`src/rtl/imufsa_pkg.sv`:
```
package imufsa_pkg;

   // timeslot table geometry
   localparam int SLOT_COUNT = 4;
   localparam int SLOT_W     = $clog2(SLOT_COUNT);

   // output queue geometry
   localparam int Q_DEPTH = 2;
   localparam int Q_PTR_W = $clog2(Q_DEPTH);
   localparam int Q_CNT_W = $clog2(Q_DEPTH + 1);

   // sensor tags in tag bits 7:3
   localparam logic [4:0] TAG_GYRO  = 5'h01;
   localparam logic [4:0] TAG_ACCEL = 5'h02;
   localparam logic [4:0] TAG_TIME  = 5'h04;

   // fixed point of the tick period
   localparam int Q_SHIFT = 16;
   localparam int PROD_W  = 56;

   // configuration register indexes
   localparam int CSR_IDX_W  = 3;
   localparam int CSR_DATA_W = 64;
   localparam logic [CSR_IDX_W-1:0] CSR_HOST_TIME_BASE   = 3'd0;
   localparam logic [CSR_IDX_W-1:0] CSR_SENSOR_TIME_BASE = 3'd1;
   localparam logic [CSR_IDX_W-1:0] CSR_TICK_PERIOD      = 3'd2;
   localparam logic [CSR_IDX_W-1:0] CSR_ACCEL_GAIN       = 3'd3;
   localparam logic [CSR_IDX_W-1:0] CSR_GYRO_GAIN        = 3'd4;

   localparam logic [23:0] TICK_PERIOD_RST = 24'd1638400;
   localparam logic [15:0] GAIN_RST        = 16'd1;

   typedef logic [SLOT_W-1:0] slot_type;
   typedef logic [1:0]        kind_type;
   typedef logic [2:0][31:0]  vec_type;

   // decoded word kind
   localparam kind_type KIND_NONE  = 2'd0;
   localparam kind_type KIND_GYRO  = 2'd1;
   localparam kind_type KIND_ACCEL = 2'd2;
   localparam kind_type KIND_TIME  = 2'd3;

   // word at the commit stage
   typedef struct packed {
      logic              vld;
      kind_type          kind;
      slot_type          slot;
      logic              batch;
      vec_type           vec;
      logic [PROD_W-1:0] prod;
   } item_type;

   // slot contents as read for the commit stage
   typedef struct packed {
      logic [63:0] tstamp;
      vec_type     accel;
      vec_type     gyro;
   } slot_rd_type;

   // slot write from the commit stage
   typedef struct packed {
      logic        time_we;
      logic        accel_we;
      logic        gyro_we;
      slot_type    slot;
      logic [63:0] tstamp;
      vec_type     vec;
   } slot_wr_type;

   typedef struct packed {
      logic [63:0] tstamp;
      vec_type     accel;
      vec_type     gyro;
   } sample_type;

   function automatic kind_type decode_kind(input logic [7:0] tag);
      kind_type k;
      k = KIND_NONE;
      if (tag[7:3] == TAG_GYRO) begin
         k = KIND_GYRO;
      end else if (tag[7:3] == TAG_ACCEL) begin
         k = KIND_ACCEL;
      end else if (tag[7:3] == TAG_TIME) begin
         k = KIND_TIME;
      end
      return k;
   endfunction

   // signed count times unsigned gain, low 32 bits kept
   function automatic logic [31:0] scale_count(input logic [15:0] w, input logic [15:0] g);
      logic signed [32:0] p;
      p = $signed(w) * $signed({1'b0, g});
      return p[31:0];
   endfunction

endpackage

```
`src/rtl/imufsa_rsp_queue.sv`:
```
module imufsa_rsp_queue (
   input  logic                    clock,
   input  logic                    reset,
   input  logic                    push,
   input  imufsa_pkg::sample_type  push_data,
   input  logic                    pop_stall,
   output logic                    head_valid,
   output imufsa_pkg::sample_type  head,
   output logic                    full
);
   import imufsa_pkg::*;

   sample_type          q_mem [Q_DEPTH];
   logic [Q_PTR_W-1:0]  wr_ptr_ff, rd_ptr_ff;
   logic [Q_CNT_W-1:0]  cnt_ff, cnt_in;
   logic                pop;

   assign head_valid = (cnt_ff != '0);
   assign full       = (cnt_ff == Q_CNT_W'(Q_DEPTH));
   assign pop        = head_valid && !pop_stall;
   assign head       = q_mem[rd_ptr_ff];

   always_comb begin
      cnt_in = cnt_ff;
      if (push && !pop) begin
         cnt_in = cnt_ff + Q_CNT_W'(1);
      end else if (pop && !push) begin
         cnt_in = cnt_ff - Q_CNT_W'(1);
      end
   end

   always_ff @(posedge clock) begin
      if (push) begin
         q_mem[wr_ptr_ff] <= push_data;
      end
   end

   always_ff @(posedge clock) begin
      if (reset) begin
         wr_ptr_ff <= '0;
         rd_ptr_ff <= '0;
         cnt_ff    <= '0;
      end else begin
         cnt_ff <= cnt_in;
         if (push) begin
            wr_ptr_ff <= wr_ptr_ff + 1'b1;
         end
         if (pop) begin
            rd_ptr_ff <= rd_ptr_ff + 1'b1;
         end
      end
   end

endmodule

```
`config.mk`:
```
export PLATFORM = sky130hd
export DESIGN_NAME = imufsa_rsp_queue
export DESIGN_NICKNAME = d
export VERILOG_FILES = /design/src/rtl/imufsa_pkg.sv /design/src/rtl/imufsa_rsp_queue.sv
export SDC_FILE = /design/constraint.sdc
export NUM_CORES = 1
export LEC_CHECK = 0
export ABC_AREA = 1
export BUFFER_PORTS_ARGS = -buffer_cell sky130_fd_sc_hd__buf_2
export CAP_MARGIN = 20
export CORE_AREA = 2 2 199 201
export CTS_CLUSTER_SIZE = 12
export DETAILED_ROUTE_END_ITERATION = 6
export DIE_AREA = 0 0 201 203
export GPL_TIMING_DRIVEN = 0
export PLACE_DENSITY = 0.74
export SKIP_CTS_REPAIR_TIMING = 1
export SYNTH_ARGS = -nofsm -noshare
export SYNTH_HDL_FRONTEND = slang
export SYNTH_SLANG_ARGS = --single-unit
```
`constraint.sdc`:
```
create_clock -name clock -period 15.7 [get_ports clock]
set_clock_uncertainty 0.05 [all_clocks]
set_input_delay 2.355 -clock clock [delete_from_list [all_inputs] [get_ports clock]]
set_output_delay 2.355 -clock clock [all_outputs]
set_load 0.02 [all_outputs]
```
**Word-level counts from Yosys, hierarchy flattened**

Memories as Yosys holds them, arrays and structs flattened. A register that Yosys moved wholly into a read port is not among the register bits.
Cells that the tools add are included.

- Flip-flop bits (word level): 4
- Bits in writable memories: 512
- ROM bits: 0
- Word-level logic and storage cells: 23
- Memories kept: 1
- Bits of input ports: 260
- Output and inout port bits: 258
- Bits in latches: 0

- Reduce and logical (&&, ||, !) cells: 8
- Equal/unequal tests: 1
- Shift operators: 0
- $mul: 0
- Add/subtract/negate cells: 4
- Divide/modulo/power cells: 0
- Bitwise operators: 0
- Multiplexer cells: 6
- $lt $le $gt $ge: 0

Memories:

| name | depth | width | read ports | clocked after Yosys merged registers in | write ports | line | text |
|---|---|---|---|---|---|---|---|
| q_mem | 2 | 256 | 1 | 1 | 1 | imufsa_rsp_queue.sv:13 | `sample_type q_mem [Q_DEPTH];` |

Operators by type and width:

| cell | count |
|---|---|
| $mux 1 | 4 |
| $mux 2 | 2 |
| $reduce_bool 2->1 | 2 |
| $logic_and 1x1->1 | 3 |
| $logic_not 1->1 | 3 |
| $add 1x1->1 const B | 2 |
| $add 2x1->2 const B | 1 |
| $eq 2x2->1 const B | 1 |
| $sub 2x1->2 const B | 1 |

**Logic depth before layout (Yosys ltp)**

Gate-level depths: netlist (run 1).

- Depth in word-level cells: 5
- Gate-level depth with buffers: 10
- Depth with buffers taken out: 10

**Worst setup path before layout (run 1)**

OpenSTA, ideal clock, no wires.

- Path kind: input-to-reg
- From: input port push
- To: memory q_mem[0][0] (netlist bit) (enable)
- Data arrival time: 13089 ps
- Data required time: 14765 ps
- Library setup time: 885 ps
- Stages on the path: 2
- Buffers on the path: 0
- Slack: 1677 ps
- Cell sequence: inv_1 -> nor2_1

- Word-level cells in the longest chain between the ends: 2

RTL lines:

| item | line | text |
|---|---|---|
| start, declared | imufsa_rsp_queue.sv:4 | `input logic push,` |
| $mux 1 | imufsa_rsp_queue.sv:33 | `if (push) begin` |
| $mux 1 (not written as such) | imufsa_rsp_queue.sv:34 | `q_mem[wr_ptr_ff] <= push_data;` |
| end, declared | imufsa_rsp_queue.sv:13 |  |

Every way passes these cells.

==> parameters.txt, run 1 <==
Parameter                              Value

Place
  Post-Place Setup Slack ... 11.00 ns
  Weighted congestion reported at the end of routability-driven placement ... 0.784
  I/O Buffers ... 517
  DP Wirelength ... 29.1 mm

Power
  Total design power ... 3190 uW
  LEAKAGE ... 0.00891 uW
  Ratio of total power to cell area ... 134 nW/um2
  Max VDD drop ... 0.0000946 V

Hold path
  Hold depth ... 2
  Hold/Removal Path Class ... reg -> reg
  Start point of the worst min-delay path ... rd_ptr_ff

CTS
  Num Clock Sinks ... 517
  Clock latency of the later-clocked register in the worst-skew pair ... 0.57 ns
  Buffer type at the clock tree root ... clkbuf_16
  Clock edge transition at the registers on the reported setup and hold paths ... 0.06 ns
  CTS tree ... yes
  Clk buf depth ... 3
  H-Tree Depth ... 2
  Number of buffers added by the clock tree synthesis step ... 52

Yosys
  Post-synthesis cell area ... 18800 um2
  Fraction of registers with async set or reset after synthesis ... 0
  Mean instance size in the synthesized netlist ... 22.6 um2
  Netlist cell types ... 15
  Area fraction of the dominant cell type after synthesis ... 0.818
  Number of enable-type register cells in the synthesized netlist ... 512
  Top_reg_cell synth ... edfxtp_1
  Yosys warns ... 0
  Dominant cell type by area after synthesis ... edfxtp_1
  List of most frequent post-synthesis cells ... edfxtp_1, mux2_2, buf_6
  Synth area leaders ... edfxtp_1, mux2_2, buf_6, dfxtp_1, inv_1
  Count of state elements after synthesis ... 517
  Number of nets in the synthesized netlist ... 1093
  Synthesized netlist cell count ... 832
  Part of the Yosys area used for sequential elements ... 0.823
  Most common cell in the synthesized netlist ... edfxtp_1

GRT
  Number of antenna violations at the first check in global routing ... 14
  Largest net degree at the start of global routing ... 116
  Grt total ovfl ... 0
  Wire length of the first global-routing pass ... 60.9 mm
  Number of global-route vias before repair ... 10638
  Global router's overall resource usage ... 0.198

Timing
  Fmax ... 226 MHz
  Post-route minimum period ... 4.42 ns
  Max Transition Viols Final ... 0
  Transition time at the pin with the least slew margin ... 0.743 ns
  Final setup viols ... 0
  Unrepaired setup endpoints after global routing ... false
  Hold WS ... 0.446 ns
  Post-route setup slack ... 11.28 ns
  Worst slew margin relative to its limit ... 0.505
  Fin. Hold Viols ... 0
  Share of the cycle needed by the critical path after routing ... 0.282

Cells and area
  Post-synthesis to final-layout area growth ... 26.6%
  Nets ... 1676
  Fraction of final layout cells with drive strength greater than 1 ... 0.608
  Number of inserted filler cells in the final layout ... 2805

Worst setup path
  Worst r2r dst ... q_mem[0][26]
  Start-to-end type of the worst setup path ... reg -> out
  Category of the worst setup path launch point ... register
  Worst-path maximum fanout ... 10
  Data arrival at the endpoint of the critical path ... 2.02 ns
  Worst reg2reg path depth ... 6
  Origin of the critical flop-to-flop path ... wr_ptr_ff
  Critical path endpoint category ... output port
  Required time at the worst-slack endpoint ... 13.30 ns
  Reg-to-reg slack, setup ... 13.20 ns

Floorplan
  Vertical die dimension ... 203 um
  Die Outline Area ... 40800 um2
  Initial cell density of the core ... 0.489
  I/O Pins ... 518
  Core area ... 38500 um2
  Row Count ... 72
  Die width ... 201 um

Route
  DR vias/cell ... 4.97
  Number of violations reported at the end of detailed-routing iteration 0 ... 457
  WL/cell ... 20.8 um
  Total iterations of the first detailed-routing run ... 4
  Total via count after detailed routing ... 9770
  Number of remaining DRC errors ... 0
  Number of nets still failing antenna checks after routing ... 0
  Routed Wire Length ... 40.8 mm

Run
  Count of maximum capacitance violations ... 0

Run status
  Result of the run ... completed
[cell families after synthesis]
logic type	Yosys count	share of synthesized area
AO/OA/AOI/OAI	3	0.000798
adder cells (fa/ha/maj)	1	0.000665
buffers and inverters	37	0.0180
flip-flops	517	0.823
multiplexers	256	0.153
AND/OR/NAND/NOR	18	0.00393
[worst max-delay path: stages, from the launching register on]
cell     delay [ns]
dfxtp_1        0.40
buf_6          0.26
buf_6          0.21
mux2_2         0.38
buf_2          0.19
[per-layer routing]
metal	share of wire	vias to the layer above	global-route usage
met4	0.028	8	0.0825
li1	-	4488	-
met5	0.0013	-	0
met2	0.53	378	0.352
met1	0.36	4812	0.218
met3	0.085	84	0.0676
[worst max path at each step]
stage	startpoint	endpoint	slack (ns)	cells after the start
after floorplan	push	q_mem[0][0]	1.68	2
after global placement	push	q_mem[0][26]	-4.42	3
after detailed placement	push	q_mem[0][26]	11.00	8
after CTS	register	head[97]	11.19	4
after global routing	register	head[97]	11.16	4
final	register	head[97]	11.28	4
[where the power goes]
part | total [uW] | switching, uW | internal [uW]
sequential | 1620 | 16.3 | 1600
combinational | 490 | 288 | 202
clock | 1080 | 460 | 619
[stage by stage]
step,setup TNS [ns],std cells,cell area [um2],utilization
finish,0,1967,23800,0.619
global route,0,1963,23800,0.618
CTS,0,1954,23800,0.618
detailed placement,0,1879,22300,0.580
global placement,-1125.52,1867,22000,0.573
floorplan,0,832,18800,-
[cell type report]
type / instances / area, um2 / share of cell area
Tap cell: 518 / 648 / 0.0272
Sequential cell: 517 / 15500 / 0.650
Inverter: 9 / 41.3 / 0.00174
Clock inverter: 15 / 91.3 / 0.00384
Clock buffer: 60 / 1350 / 0.0568
Antenna cell: 13 / 32.5 / 0.00137
Timing Repair Buffer: 529 / 2860 / 0.120
Buffer: 28 / 305 / 0.0128
Multi-Input combinational cell: 278 / 2990 / 0.126
[layout by cell type (no fill, tap or decap), types with 2 or more instances in the layout]
cell	instances
buf_2	518
nand2_1	8
clkinv_2	3
dfxtp_1	5
buf_16	4
mux2_2	256
diode_2	13
inv_1	8
clkbuf_1	7
clkbuf_16	53
buf_12	8
clkinv_1	10
buf_6	26
edfxtp_1	512
nand3_1	2
a21oi_1	2
nor2_1	5
[sequential cells by signal, summed over array words and instances (netlist names), named ones only]
register	count
rd_ptr_ff	1
q_mem	512
wr_ptr_ff	1
cnt_ff	2
Power figures use the tool's default switching activity.
==> inputs of run 2 (changes only) <==
- clock period: 15.7 -> 4.4 ns (I/O delays scaled with it)
==> run 2 against run 1 <==
Effect of this change: via count up 1.7%; non-clock buffer count up 3; sequential cell count unchanged; register-to-register slack worse by 11 ns; design area up 0.28%; clock power rose to 3.6 times the previous value; total power rose to 3.6 times the previous value; worst setup slack worse by 9.6 ns; global-route usage up 0.24 points; critical path type unchanged; largest cell class unchanged; largest power group unchanged.
==> parameters.txt, run 2 (synthesis results as in run 1) <==
Parameter                              Value

Timing
  Worst slew margin relative to its limit ... 0.494
  Max Transition Viols Final ... 0
  Share of the cycle needed by the critical path after routing ... 0.618
  Unrepaired setup endpoints after global routing ... false
  Final setup viols ... 0
  Transition time at the pin with the least slew margin ... 0.757 ns
  Fin. Hold Viols ... 0
  Post-route minimum period ... 2.72 ns
  Fmax ... 368 MHz

Cells and area
  Total area of sequential cells ... 15500 um2
  Combined area of the multi-input logic cells ... 3010 um2
  Nets ... 1679
  Register with the most flip-flops ... q_mem
  Final Non-Filler Cells ... 1975
  Most frequent standard cell in the layout excluding fill and tap cells ... buf_2
  Fraction of final layout cells with drive strength greater than 1 ... 0.608
  Largest registers ... q_mem: 512 flops, cnt_ff: 2 flops
  Post-synthesis to final-layout area growth ... 26.9%
  Number of inserted filler cells in the final layout ... 2803
  Most used cells in the layout excluding fill and tap cells ... buf_2, edfxtp_1, mux2_2
  Number of flip-flops under the largest register name ... 512

Place
  Weighted congestion reported at the end of routability-driven placement ... 0.789
  Total placed cells including tap cells ... 1882
  I/O Buffers ... 517
  DP Wirelength ... 29.9 mm

Route
  Number of remaining DRC errors ... 0
  Number of nets still failing antenna checks after routing ... 0
  Total iterations of the first detailed-routing run ... 5
  WL/cell ... 21.1 um
  Routed Wire Length ... 41.7 mm
  Total via count after detailed routing ... 9935
  DR vias/cell ... 5.03
  Number of violations reported at the end of detailed-routing iteration 0 ... 457

Worst setup path
  Worst-path maximum fanout ... 10
  Category of the worst setup path launch point ... register
  Data arrival at the endpoint of the critical path ... 2.01 ns
  Start-to-end type of the worst setup path ... reg -> out
  Required time at the worst-slack endpoint ... 3.69 ns
  Critical path endpoint category ... output port

Floorplan
  Die width ... 201 um
  I/O Pins ... 518
  Row Count ... 72
  Core area ... 38500 um2
  Die Outline Area ... 40800 um2
  Initial cell density of the core ... 0.489
  Vertical die dimension ... 203 um

Power
  Max VDD drop ... 0.000399 V
  Ratio of total power to cell area ... 477 nW/um2
  Total design power ... 11400 uW
  LEAKAGE ... 0.00893 uW

CTS
  H-Tree Depth ... 2
  CTS tree ... yes
  Num Clock Sinks ... 517
  Number of buffers added by the clock tree synthesis step ... 52
  Buffer type at the clock tree root ... clkbuf_16
  Clock edge transition at the registers on the reported setup and hold paths ... 0.06 ns
  Clock latency of the later-clocked register in the worst-skew pair ... 0.58 ns
  Clk buf depth ... 3

Run status
  Result of the run ... completed

GRT
  Number of global-route vias before repair ... 10594
  Largest net degree at the start of global routing ... 41
  Global router's overall resource usage ... 0.201
  Wire length of the first global-routing pass ... 61.1 mm
  Grt total ovfl ... 0
  Number of antenna violations at the first check in global routing ... 14

Run
  Count of maximum capacitance violations ... 0

Hold path
  Hold/Removal Path Class ... in -> reg
-- run 2: final timing paths --
check	start	end	slack, ns	cells past startpoint
worst max-delay path	register	head[108]	1.68	4
worst min-delay path	reset	wr_ptr_ff	0.21	2
worst max register to register	wr_ptr_ff	q_mem[1][130]	1.77	6
worst min register to register	rd_ptr_ff	register	0.45	2
-- run 2: where the power goes --
part / leakage (uW) / internal [uW] / switching, uW
combinational: 0.00337 / 723 / 1030
sequential: 0.00485 / 5710 / 59.9
clock: 0.000712 / 2180 / 1680
total: 0.00893 / 8610 / 2780
-- run 2: routing by layer --
layer	share of wire	global-route usage	up-vias
met5	0.0013	0	-
met4	0.030	0.0791	8
met3	0.083	0.0706	89
met2	0.54	0.362	398
met1	0.35	0.216	4954
li1	-	-	4486
-- run 2: final cells by class --
class	instances	share of cell area
Sequential cell	517	0.649
Clock buffer	67	0.0578
Multi-Input combinational cell	278	0.126
Clock inverter	16	0.00320
Inverter	9	0.00210
Antenna cell	10	0.00105
Buffer	28	0.0128
Timing Repair Buffer	532	0.121
Tap cell	518	0.0272
-- run 2: critical path, cell delays in order (launching register included) --
cell and delay (ns):
dfxtp_1 0.40, buf_6 0.25, buf_6 0.20, mux2_2 0.39, buf_2 0.17
-- run 2: through the flow --
stage | util | TNS [ns] | hold slack [ns] | instance area (um2) | worst slack [ns]
2_1_floorplan | - | -281.83 | 0.415 | 18800 | -0.577
3_3_place_gp | 0.574 | -1513.89 | 0.425 | 22100 | -3.10
3_5_place_dp | 0.582 | 0 | 0.441 | 22400 | 1.27
4_1_cts | 0.620 | 0 | 0.163 | 23800 | 1.59
5_1_grt | 0.620 | 0 | 0.171 | 23900 | 1.58
6_report | 0.620 | 0 | 0.211 | 23900 | 1.68
==> inputs of run 3 (changes only) <==
- clock period: 4.4 -> 2.81 ns (I/O delays scaled with it)
==> run 3 against run 2 <==
Effect of this change: wire length up 17%; non-clock buffer count up 257; global-route usage unchanged; largest cell class unchanged.
==> parameters.txt, run 3 (synthesis results as in run 1) <==
Parameter                              Value

Cells and area
  Number of flip-flops under the largest register name ... 512
  Fraction of final layout cells with drive strength greater than 1 ... 0.517
  Nets ... 1937
  Register with the most flip-flops ... q_mem
  Most frequent standard cell in the layout excluding fill and tap cells ... buf_2
  Largest registers ... q_mem: 512 flops, cnt_ff: 2 flops
  Final cell area excluding filler cells ... 26400 um2
  Combined area of the multi-input logic cells ... 3010 um2
  Total area of sequential cells ... 15500 um2
  Number of inserted filler cells in the final layout ... 2369
  Most used cells in the layout excluding fill and tap cells ... buf_2, edfxtp_1, dlygate4sd3_1
  Post-synthesis to final-layout area growth ... 40.6%

GRT
  Largest net degree at the start of global routing ... 41
  Number of antenna violations at the first check in global routing ... 5
  Global router's overall resource usage ... 0.201
  Wire length of the first global-routing pass ... 61.1 mm
  Grt total ovfl ... 0
  Number of global-route vias before repair ... 10594

Route
  DR vias/cell ... 5.04
  Total via count after detailed routing ... 11231
  Total iterations of the first detailed-routing run ... 5
  Number of remaining DRC errors ... 0
  Number of violations reported at the end of detailed-routing iteration 0 ... 707
  WL/cell ... 22.0 um
  Number of nets still failing antenna checks after routing ... 0
  Routed Wire Length ... 49.0 mm

Timing
  Post-route minimum period ... 2.52 ns
  Unrepaired setup endpoints after global routing ... false
  Worst slew margin relative to its limit ... 0.504
  Fin. Hold Viols ... 0
  Share of the cycle needed by the critical path after routing ... 0.898
  Hold WS ... 0.162 ns
  Transition time at the pin with the least slew margin ... 0.740 ns
  Final setup viols ... 0
  Post-route setup slack ... 0.285 ns
  Max Transition Viols Final ... 0
  Fmax ... 396 MHz

Floorplan
  Core area ... 38500 um2
  Vertical die dimension ... 203 um
  Row Count ... 72
  Initial cell density of the core ... 0.489
  Die Outline Area ... 40800 um2
  Die width ... 201 um
  I/O Pins ... 518

CTS
  Number of buffers added by the clock tree synthesis step ... 52
  CTS tree ... yes
  Buffer type at the clock tree root ... clkbuf_16
  Clock latency of the later-clocked register in the worst-skew pair ... 0.58 ns
  Num Clock Sinks ... 517
  H-Tree Depth ... 2
  Clk buf depth ... 3
  Clock edge transition at the registers on the reported setup and hold paths ... 0.06 ns

Power
  Max VDD drop ... 0.000649 V
  Ratio of total power to cell area ... 693 nW/um2
  Total design power ... 18300 uW
  LEAKAGE ... 0.0100 uW

Worst setup path
  Reg-to-reg slack, setup ... 0.36 ns
  Required time at the worst-slack endpoint ... 2.34 ns
  Category of the worst setup path launch point ... register
  Critical path endpoint category ... output port
  Worst reg2reg path depth ... 6
  Worst-path maximum fanout ... 10
  Origin of the critical flop-to-flop path ... wr_ptr_ff
  Start-to-end type of the worst setup path ... reg -> out
  Data arrival at the endpoint of the critical path ... 2.05 ns
  Critical Path End ... head[108]
  Worst r2r dst ... q_mem[1][155]

Place
  DP Wirelength ... 29.9 mm
  I/O Buffers ... 517
  Post-Place Setup Slack ... -0.0771 ns
  Post-placement cell area ... 22400 um2
  Weighted congestion reported at the end of routability-driven placement ... 0.789

Hold path
  Hold/Removal Path Class ... in -> reg

Run status
  Result of the run ... completed

Run
  Count of maximum capacitance violations ... 0
-- run 3: cell count changes in the layout (fill, tap and decap cells not counted) --
cell           change
dlygate4sd3_1    +257
clkinvlp_2         +1
diode_2            -5
-- run 3: metrics by stage --
step	util	cells	setup TNS [ns]
after floorplan	-	832	-975.15
after global placement	0.574	1867	-2207.21
after detailed placement	0.582	1882	-2.93
after CTS	0.620	1965	0
after global routing	0.687	2227	0
final	0.687	2228	0
-- run 3: power by group --
part	internal, uW	leakage, uW	total, uW	switching, uW
Clock	3410	0.000712	6130	2720
Combinational	1370	0.00444	3130	1760
Sequential	8940	0.00485	9050	110
-- run 3: worst min path at each step --
stage	to	cells past startpoint	from	slack (ns)
CTS	wr_ptr_ff	2	reset	-0.08
global placement	rd_ptr_ff	2	rd_ptr_ff	0.43
global route	register	4	pop_stall	0.17
finish	register	5	pop_stall	0.16
detailed placement	register	2	rd_ptr_ff	0.44
floorplan	register	2	rd_ptr_ff	0.41
-- run 3: worst max-delay path: stages (launching register included) --
cell and delay (ns):
dfxtp_1 0.40, buf_6 0.26, buf_6 0.22, mux2_2 0.40, buf_2 0.18
-- run 3: area by class of cell --
cell class | instances | share of cell area
diodes | 5 | 0.000473
plain buffers | 28 | 0.0116
clock buffers | 67 | 0.0522
clock inverters | 16 | 0.00289
inverters | 9 | 0.00189
multi-input cells | 278 | 0.114
flip-flops and latches | 517 | 0.586
well taps | 518 | 0.0245
repair buffers | 789 | 0.207
repair inverters | 1 | 0.000189
-- run 3: per-layer routing --
metal | track usage | wire length [um] | up-vias | part of all wire
met3 | 0.0706 | 3650 | 99 | 0.074
met4 | 0.0791 | 1300 | 0 | 0.026
li1 | - | - | 4993 | -
met1 | 0.216 | 16900 | 5578 | 0.34
met5 | 0 | 0 | - | 0
met2 | 0.362 | 27200 | 561 | 0.55
